--- src/rtl/hcr_pkg.sv ---
// Package for the hi-res artifact colour renderer.
// Item, result and render-job types, row constants and the window colour table.
// No dependencies.
package hcr_pkg;

    localparam int COLUMNS          = 40;
    localparam int JOB_QUEUE_DEPTH  = 4;
    localparam int JQ_PTR_W         = $clog2(JOB_QUEUE_DEPTH);
    localparam int JQ_CNT_W         = $clog2(JOB_QUEUE_DEPTH + 1);
    localparam logic [5:0] LAST_COL = 6'(COLUMNS - 1);

    typedef struct packed {
        logic [7:0] main_byte;
        logic [7:0] aux_byte;
    } item_t;

    typedef struct packed {
        logic [5:0]  column_index;
        logic [55:0] pixel_colors;
        logic        end_of_row;
        logic        last_of_run;
    } result_t;

    typedef struct packed {
        logic [2:0]  ctx;
        logic [13:0] cur;
        logic [13:0] nxt;
        logic [5:0]  col;
        logic        phase;
        logic        end_of_row;
        logic        last_of_run;
    } job_t;

    typedef struct packed {
        logic valid;
        job_t job;
    } job_req_t;

    typedef struct packed {
        logic tail_valid;
        logic job_push;
    } front_status_t;

    localparam logic [7:0] WINDOW_COLOR [128] = '{
        8'h00, 8'h00, 8'h00, 8'h00, 8'h88, 8'h00, 8'hcc, 8'h00,
        8'h11, 8'h11, 8'h55, 8'h11, 8'h99, 8'h99, 8'hdd, 8'hff,
        8'h22, 8'h22, 8'h66, 8'h66, 8'haa, 8'haa, 8'hee, 8'hee,
        8'h33, 8'h33, 8'h33, 8'h33, 8'hbb, 8'hbb, 8'hff, 8'hff,
        8'h00, 8'h00, 8'h44, 8'h44, 8'hcc, 8'hcc, 8'hcc, 8'hcc,
        8'h55, 8'h55, 8'h55, 8'h55, 8'h99, 8'h99, 8'hdd, 8'hff,
        8'h66, 8'h22, 8'h66, 8'h66, 8'hee, 8'haa, 8'hee, 8'hee,
        8'h77, 8'h77, 8'h77, 8'h77, 8'hff, 8'hff, 8'hff, 8'hff,
        8'h00, 8'h00, 8'h00, 8'h00, 8'h88, 8'h88, 8'h88, 8'h88,
        8'h11, 8'h11, 8'h55, 8'h11, 8'h99, 8'h99, 8'hdd, 8'h99,
        8'h00, 8'h22, 8'h66, 8'h66, 8'haa, 8'haa, 8'haa, 8'haa,
        8'h33, 8'h33, 8'h33, 8'h33, 8'hbb, 8'hbb, 8'hff, 8'hff,
        8'h00, 8'h00, 8'h44, 8'h44, 8'hcc, 8'hcc, 8'hcc, 8'hcc,
        8'h11, 8'h11, 8'h55, 8'h55, 8'h99, 8'h99, 8'hdd, 8'hdd,
        8'h00, 8'h22, 8'h66, 8'h66, 8'hee, 8'haa, 8'hee, 8'hee,
        8'hff, 8'h33, 8'hff, 8'h77, 8'hff, 8'hff, 8'hff, 8'hff
    };

endpackage

--- src/rtl/hires_artifact_color_renderer.sv ---
// Hi-res artifact colour renderer, top level. Uses hcr_pkg, hcr_front, hcr_job_queue, hcr_back.
// Throughput: one column request per cycle while full is low; full is raised while the job queue
// is full and after the last column of a row, while its second job waits to enter the job queue.
// A column's job is issued when the next column is accepted and passes through the job queue
// and the registered result stage; the last column's own job is first registered as the row tail.
// Reset (rst_n, async, active low) clears row state, queues and mode (standard hi-res).
module hires_artifact_color_renderer
(
    input  logic             clk,
    input  logic             rst_n,
    input  logic             cfg_write_en,
    input  logic             cfg_write_data,
    input  logic             push,
    input  hcr_pkg::item_t   item,
    output logic             full,
    output logic             empty,
    input  logic             pop,
    output hcr_pkg::result_t result
);

    hcr_pkg::job_req_t     job_req;
    hcr_pkg::front_status_t status;
    hcr_pkg::job_t         q_job;
    logic                  q_full;
    logic                  q_valid;
    logic                  q_pop;

    hcr_front u_front
    (
        .clk            (clk),
        .rst_n          (rst_n),
        .cfg_write_en   (cfg_write_en),
        .cfg_write_data (cfg_write_data),
        .push           (push),
        .item           (item),
        .full           (full),
        .q_full         (q_full),
        .job_req        (job_req),
        .status         (status)
    );

    hcr_job_queue u_queue
    (
        .clk      (clk),
        .rst_n    (rst_n),
        .wr_req   (job_req),
        .q_full   (q_full),
        .rd_pop   (q_pop),
        .rd_valid (q_valid),
        .rd_job   (q_job)
    );

    hcr_back u_back
    (
        .clk       (clk),
        .rst_n     (rst_n),
        .job_valid (q_valid),
        .job       (q_job),
        .job_pop   (q_pop),
        .empty     (empty),
        .pop       (pop),
        .result    (result)
    );

    a_tail_blocks: assert property (@(posedge clk) disable iff (!rst_n)
        status.tail_valid |-> full)
        else $error("request taken while row tail job outstanding");

    a_no_overflow: assert property (@(posedge clk) disable iff (!rst_n)
        status.job_push |-> !q_full)
        else $error("job issued into full queue");

    a_result_held: assert property (@(posedge clk) disable iff (!rst_n)
        !empty && !pop |=> !empty && $stable(result))
        else $error("waiting result changed or dropped");

    a_eor_last: assert property (@(posedge clk) disable iff (!rst_n)
        !empty && result.end_of_row |-> result.last_of_run)
        else $error("end of row result not last of run");

endmodule

--- src/rtl/hcr_front.sv ---
// Front end: accepts column requests, builds pixel groups, issues render jobs.
// Holds the mode register and row state. Depends on hcr_pkg.
module hcr_front
(
    input  logic                  clk,
    input  logic                  rst_n,
    input  logic                  cfg_write_en,
    input  logic                  cfg_write_data,
    input  logic                  push,
    input  hcr_pkg::item_t        item,
    output logic                  full,
    input  logic                  q_full,
    output hcr_pkg::job_req_t     job_req,
    output hcr_pkg::front_status_t status
);

    logic        mode_reg;
    logic [5:0]  col_reg, col_next;
    logic [13:0] held_reg, held_next;
    logic [2:0]  ctx_reg, ctx_next;
    logic        carry_reg, carry_next;
    logic        pend_reg, pend_next;
    logic        tail_valid_reg, tail_valid_next;
    hcr_pkg::job_t tail_job_reg, tail_job_next;

    logic        accept;
    logic        is_last;
    logic [13:0] dbl;
    logic [13:0] grp;
    logic [2:0]  ctx_new;
    hcr_pkg::job_t job1;

    assign full    = tail_valid_reg || q_full;
    assign accept  = push && !full;
    assign is_last = (col_reg >= hcr_pkg::LAST_COL);
    assign ctx_new = pend_reg ? held_reg[13:11] : ctx_reg;

    always_comb
    begin
        for (int k = 0; k < 7; k++)
        begin
            dbl[2*k]   = item.main_byte[k];
            dbl[2*k+1] = item.main_byte[k];
        end
        if (mode_reg)
        begin
            grp = {item.main_byte[6:0], item.aux_byte[6:0]};
        end
        else if (item.main_byte[7])
        begin
            grp = {dbl[12:0], carry_reg};
        end
        else
        begin
            grp = dbl;
        end
    end

    always_comb
    begin
        job1.ctx         = ctx_reg;
        job1.cur         = held_reg;
        job1.nxt         = grp;
        job1.col         = col_reg - 6'd1;
        job1.phase       = mode_reg;
        job1.end_of_row  = 1'b0;
        job1.last_of_run = !is_last;
    end

    always_comb
    begin
        col_next        = col_reg;
        held_next       = held_reg;
        ctx_next        = ctx_reg;
        carry_next      = carry_reg;
        pend_next       = pend_reg;
        tail_valid_next = tail_valid_reg;
        tail_job_next   = tail_job_reg;

        if (tail_valid_reg && !q_full)
        begin
            tail_valid_next = 1'b0;
        end

        if (accept)
        begin
            if (is_last)
            begin
                tail_valid_next           = 1'b1;
                tail_job_next.ctx         = ctx_new;
                tail_job_next.cur         = grp;
                tail_job_next.nxt         = '0;
                tail_job_next.col         = col_reg;
                tail_job_next.phase       = mode_reg;
                tail_job_next.end_of_row  = 1'b1;
                tail_job_next.last_of_run = 1'b1;
                col_next   = '0;
                held_next  = '0;
                ctx_next   = '0;
                carry_next = 1'b0;
                pend_next  = 1'b0;
            end
            else
            begin
                col_next   = col_reg + 6'd1;
                held_next  = grp;
                ctx_next   = ctx_new;
                carry_next = grp[13];
                pend_next  = 1'b1;
            end
        end
    end

    always_comb
    begin
        job_req.valid = (accept && pend_reg) || (tail_valid_reg && !q_full);
        job_req.job   = tail_valid_reg ? tail_job_reg : job1;
    end

    assign status.tail_valid = tail_valid_reg;
    assign status.job_push   = job_req.valid;

    always_ff @(posedge clk or negedge rst_n)
    begin
        if (!rst_n)
        begin
            mode_reg       <= 1'b0;
            col_reg        <= '0;
            held_reg       <= '0;
            ctx_reg        <= '0;
            carry_reg      <= 1'b0;
            pend_reg       <= 1'b0;
            tail_valid_reg <= 1'b0;
        end
        else
        begin
            if (cfg_write_en)
            begin
                mode_reg <= cfg_write_data;
            end
            col_reg        <= col_next;
            held_reg       <= held_next;
            ctx_reg        <= ctx_next;
            carry_reg      <= carry_next;
            pend_reg       <= pend_next;
            tail_valid_reg <= tail_valid_next;
        end
    end

    always_ff @(posedge clk)
    begin
        tail_job_reg <= tail_job_next;
    end

endmodule

--- src/rtl/hcr_job_queue.sv ---
// Short job queue between front end and renderer.
// Register-based FIFO of render jobs. Depends on hcr_pkg.
module hcr_job_queue
(
    input  logic              clk,
    input  logic              rst_n,
    input  hcr_pkg::job_req_t wr_req,
    output logic              q_full,
    input  logic              rd_pop,
    output logic              rd_valid,
    output hcr_pkg::job_t     rd_job
);

    hcr_pkg::job_t entries_reg [hcr_pkg::JOB_QUEUE_DEPTH];
    logic [hcr_pkg::JQ_PTR_W-1:0] wr_ptr_reg, wr_ptr_next;
    logic [hcr_pkg::JQ_PTR_W-1:0] rd_ptr_reg, rd_ptr_next;
    logic [hcr_pkg::JQ_CNT_W-1:0] count_reg, count_next;
    logic do_wr, do_rd;

    assign q_full   = (count_reg == hcr_pkg::JQ_CNT_W'(hcr_pkg::JOB_QUEUE_DEPTH));
    assign rd_valid = (count_reg != '0);
    assign rd_job   = entries_reg[rd_ptr_reg];
    assign do_wr    = wr_req.valid && !q_full;
    assign do_rd    = rd_pop && rd_valid;

    always_comb
    begin
        wr_ptr_next = do_wr ? wr_ptr_reg + 1'b1 : wr_ptr_reg;
        rd_ptr_next = do_rd ? rd_ptr_reg + 1'b1 : rd_ptr_reg;
        count_next  = count_reg;
        if (do_wr && !do_rd)
        begin
            count_next = count_reg + 1'b1;
        end
        else if (do_rd && !do_wr)
        begin
            count_next = count_reg - 1'b1;
        end
    end

    always_ff @(posedge clk or negedge rst_n)
    begin
        if (!rst_n)
        begin
            wr_ptr_reg <= '0;
            rd_ptr_reg <= '0;
            count_reg  <= '0;
        end
        else
        begin
            wr_ptr_reg <= wr_ptr_next;
            rd_ptr_reg <= rd_ptr_next;
            count_reg  <= count_next;
        end
    end

    always_ff @(posedge clk)
    begin
        if (do_wr)
        begin
            entries_reg[wr_ptr_reg] <= wr_req.job;
        end
    end

endmodule

--- src/rtl/hcr_back.sv ---
// Back end: renders one job per cycle, while the result stage is empty or popped, into 14 colour indices.
// Window table lookups with phase rotation, registered result stage. Depends on hcr_pkg.
module hcr_back
(
    input  logic             clk,
    input  logic             rst_n,
    input  logic             job_valid,
    input  hcr_pkg::job_t    job,
    output logic             job_pop,
    output logic             empty,
    input  logic             pop,
    output hcr_pkg::result_t result
);

    logic             out_valid_reg, out_valid_next;
    hcr_pkg::result_t out_reg;
    logic [55:0]      pix;
    logic             load;

    assign load    = job_valid && (!out_valid_reg || pop);
    assign job_pop = load;
    assign empty   = !out_valid_reg;
    assign result  = out_reg;

    always_comb
    begin
        logic [30:0] win;
        logic [1:0]  rot;
        logic [1:0]  sh;
        logic [7:0]  v;
        win = {job.nxt, job.cur, job.ctx};
        pix = '0;
        for (int b = 0; b < 14; b++)
        begin
            v   = hcr_pkg::WINDOW_COLOR[win[b +: 7]];
            rot = {job.col[0], 1'b0} + 2'(b) + {1'b0, job.phase};
            sh  = 2'd0 - rot;
            pix[4*b +: 4] = 4'(v >> sh);
        end
    end

    always_comb
    begin
        out_valid_next = out_valid_reg;
        if (load)
        begin
            out_valid_next = 1'b1;
        end
        else if (pop)
        begin
            out_valid_next = 1'b0;
        end
    end

    always_ff @(posedge clk or negedge rst_n)
    begin
        if (!rst_n)
        begin
            out_valid_reg <= 1'b0;
        end
        else
        begin
            out_valid_reg <= out_valid_next;
        end
    end

    always_ff @(posedge clk)
    begin
        if (load)
        begin
            out_reg.column_index <= job.col;
            out_reg.pixel_colors <= pix;
            out_reg.end_of_row   <= job.end_of_row;
            out_reg.last_of_run  <= job.last_of_run;
        end
    end

endmodule

--- config.mk ---
export PLATFORM = sky130hd
export DESIGN_NAME = hires_artifact_color_renderer
export DESIGN_NICKNAME = d
export VERILOG_FILES = /design/src/rtl/hcr_pkg.sv /design/src/rtl/hires_artifact_color_renderer.sv /design/src/rtl/hcr_front.sv /design/src/rtl/hcr_job_queue.sv /design/src/rtl/hcr_back.sv
export SDC_FILE = /design/constraint.sdc
export NUM_CORES = 1
export LEC_CHECK = 0
export BUFFER_PORTS_ARGS = -buffer_cell sky130_fd_sc_hd__clkbuf_2
export CAP_MARGIN = 10
export CORE_UTILIZATION = 50
export DETAILED_ROUTE_END_ITERATION = 12
export PLACE_DENSITY = 0.7
export RECOVER_POWER = 25
export SETUP_SLACK_MARGIN = 0.1
export SYNTH_ARGS = -nofsm -noshare
export SYNTH_HDL_FRONTEND = slang
export SYNTH_HIERARCHICAL = 1
export SYNTH_SLANG_ARGS = --single-unit
--- constraint.sdc ---
create_clock -name clk -period 6.6 [get_ports clk]
set_input_delay 1.32 -clock clk [delete_from_list [all_inputs] [get_ports clk]]
set_output_delay 1.32 -clock clk [all_outputs]
set_load 0.05 [all_outputs]
==> impl_results.md <==
* Worst skew pair latency at 0.52 ns
* Number of global-route vias before repair at 8,177
* Wire per inst at 18.5 um
* Worst path slowest cell: dfrtp_2
* Sum Neg Setup Slack at 0 ns
* TritonCTS Buffers at 25
* Post-CTS setup buffers at 0
* Skew final at 0.0148 ns
* Internal reg-to-reg setup slack at 2.43 ns
* Setup WS post-layout at 2.43 ns
* Via count at 8,955
* Die Ht at 163 um
* I/O pin count at 88
* Max_slew headroom at -0.287
* CTS-repair resized insts at 0
* Most common cell after layout, fill and taps aside: edfxtp_1
* Final HPWL DP at 16.7 mm
* H-tree levels at 1
* Gpl congestion at 0.852
* DRC viols at 0
* Buf+Inv Stages, Crit Path at 2
* Clk slew on worst S/H paths at 0.06 ns
* Die W at 163 um
* Final hold vios at 0
* CORE AREA at 0.0253 mm2
* DRT Pass-1 Iters at 6
* Post-Syn Area per Cell at 11.7 um2
* Post-Route WL at 27.1 mm
* Most frequent cells in the layout: 204 x edfxtp_1, 84 x clkbuf_2, 83 x nand2_1
* FMAX at 240 MHz
* DR iter-0 viols at 966
* Mapped cell area at 0.0130 mm2
* WS Path Type: reg -> reg
* Max FFs per register at 116
* Worst setup EP type: flip-flop
* GRT Util Overall at 0.205
* Worst path max stage delay at 0.89 ns
* Max clock buf depth at 3
* Hold Path Class: reg -> reg
* Die ar. at 0.0266 mm2
* Min Tclk post-route at 4.17 ns
* Share of cells above drive strength 1 at 0.168
* Post-route insts no fill at 1,465
* Number of antenna diodes at 0
* Worst-path maximum fanout at 38
* Crit path max-delay family: compound AO/OA/AOI/OAI gates
* First-pass GRT wire length at 43.7 mm
* GR Overflow Total at 0
* IO buf count at 86
* Clock Root Buffer: clkbuf_16
* Final Max Tran Viols at 79
* Remaining antenna violation count at 0
* Clk sinks at 238
* Largest net degree at the start of global routing at 66
* Worst EP required at 6.91 ns
* Syn Nets at 1,136
* Final worst-path cycle share at 0.632
* CTS tree: done
* Initial antenna violation count at 0
* Drt via density at 6.11
* Nature of the critical path startpoint: flip-flop
* Post-placement cell count at 1,421
* Maxcap violations at 2
* RSZ-0062 raised after global routing: false
* WP data arrival at 4.48 ns
* Final setup fails at 0
* Dpl ws at 2.48 ns
* Syn-to-layout area delta at 8.58%
* Post-Syn Instances at 1,106
* Hold Buf Count CTS at 0
* Starting density of the core at 0.512
* Row count at 58
* Status: finished, violations left
* Final Net Count at 1,148
* CP Cell Sequence: buf_4, mux4_2, inv_1, nor2_1, a2111oi_0, a22oi_1, a222oi_1
* Ys Warns at 6
* Failing checks: capacitance limit, slew limit
* Slew @ Worst Pin at 1.93 ns
## routing by layer
metal	GRT usage	part of all wire	vias to the layer above
met3	0.0295	0.064	33
li1	-	-	4267
met4	0.0472	0.015	0
met2	0.327	0.46	320
met5	0	0	-
met1	0.298	0.46	4335
## final timing paths
path,startpoint,endpoint,cells past startpoint
max reg2reg,u_queue/rd_ptr_reg[0],u_back/result[34],7
max,u_queue/rd_ptr_reg[0],u_back/result[34],7
min,u_front/held_reg[7],u_front/held_reg[7],2
min reg2reg,u_front/held_reg[7],u_front/held_reg[7],2
min in group asynchronous,rst_n,u_queue/wr_ptr_reg[1],1
max in group asynchronous,rst_n,u_queue/rd_ptr_reg[0],1
## tightest hold or removal path, delay by kind of cell, from the launching register on
kind / cells / cell delay (ns)
DFF: 1 / 0.33
AOI/OAI and AO/OA: 1 / 0.05
and+or+nand+nor: 1 / 0.05
## metrics by stage
step | cell area, um2 | hold slack (ns) | util
2_1_floorplan | 13000 | 0.420 | -
3_3_place_gp | 13300 | 0.455 | 0.527
3_5_place_dp | 13300 | 0.462 | 0.527
4_1_cts | 14100 | 0.475 | 0.556
5_1_grt | 14100 | 0.501 | 0.556
6_report | 14100 | 0.468 | 0.556
## cell type report
cell class / instances / area, um2
fill: 2113 / 11200
sequential: 238 / 6980
multi-input combinational: 714 / 5290
clock buffer: 33 / 656
timing repair buffer: 96 / 499
tap: 330 / 413
inverter: 43 / 161
clock inverter: 11 / 86.3
Power is left out: the tool's default activity adds up to more than one toggle a clock period on the data nets, which glitch-free logic cannot reach.
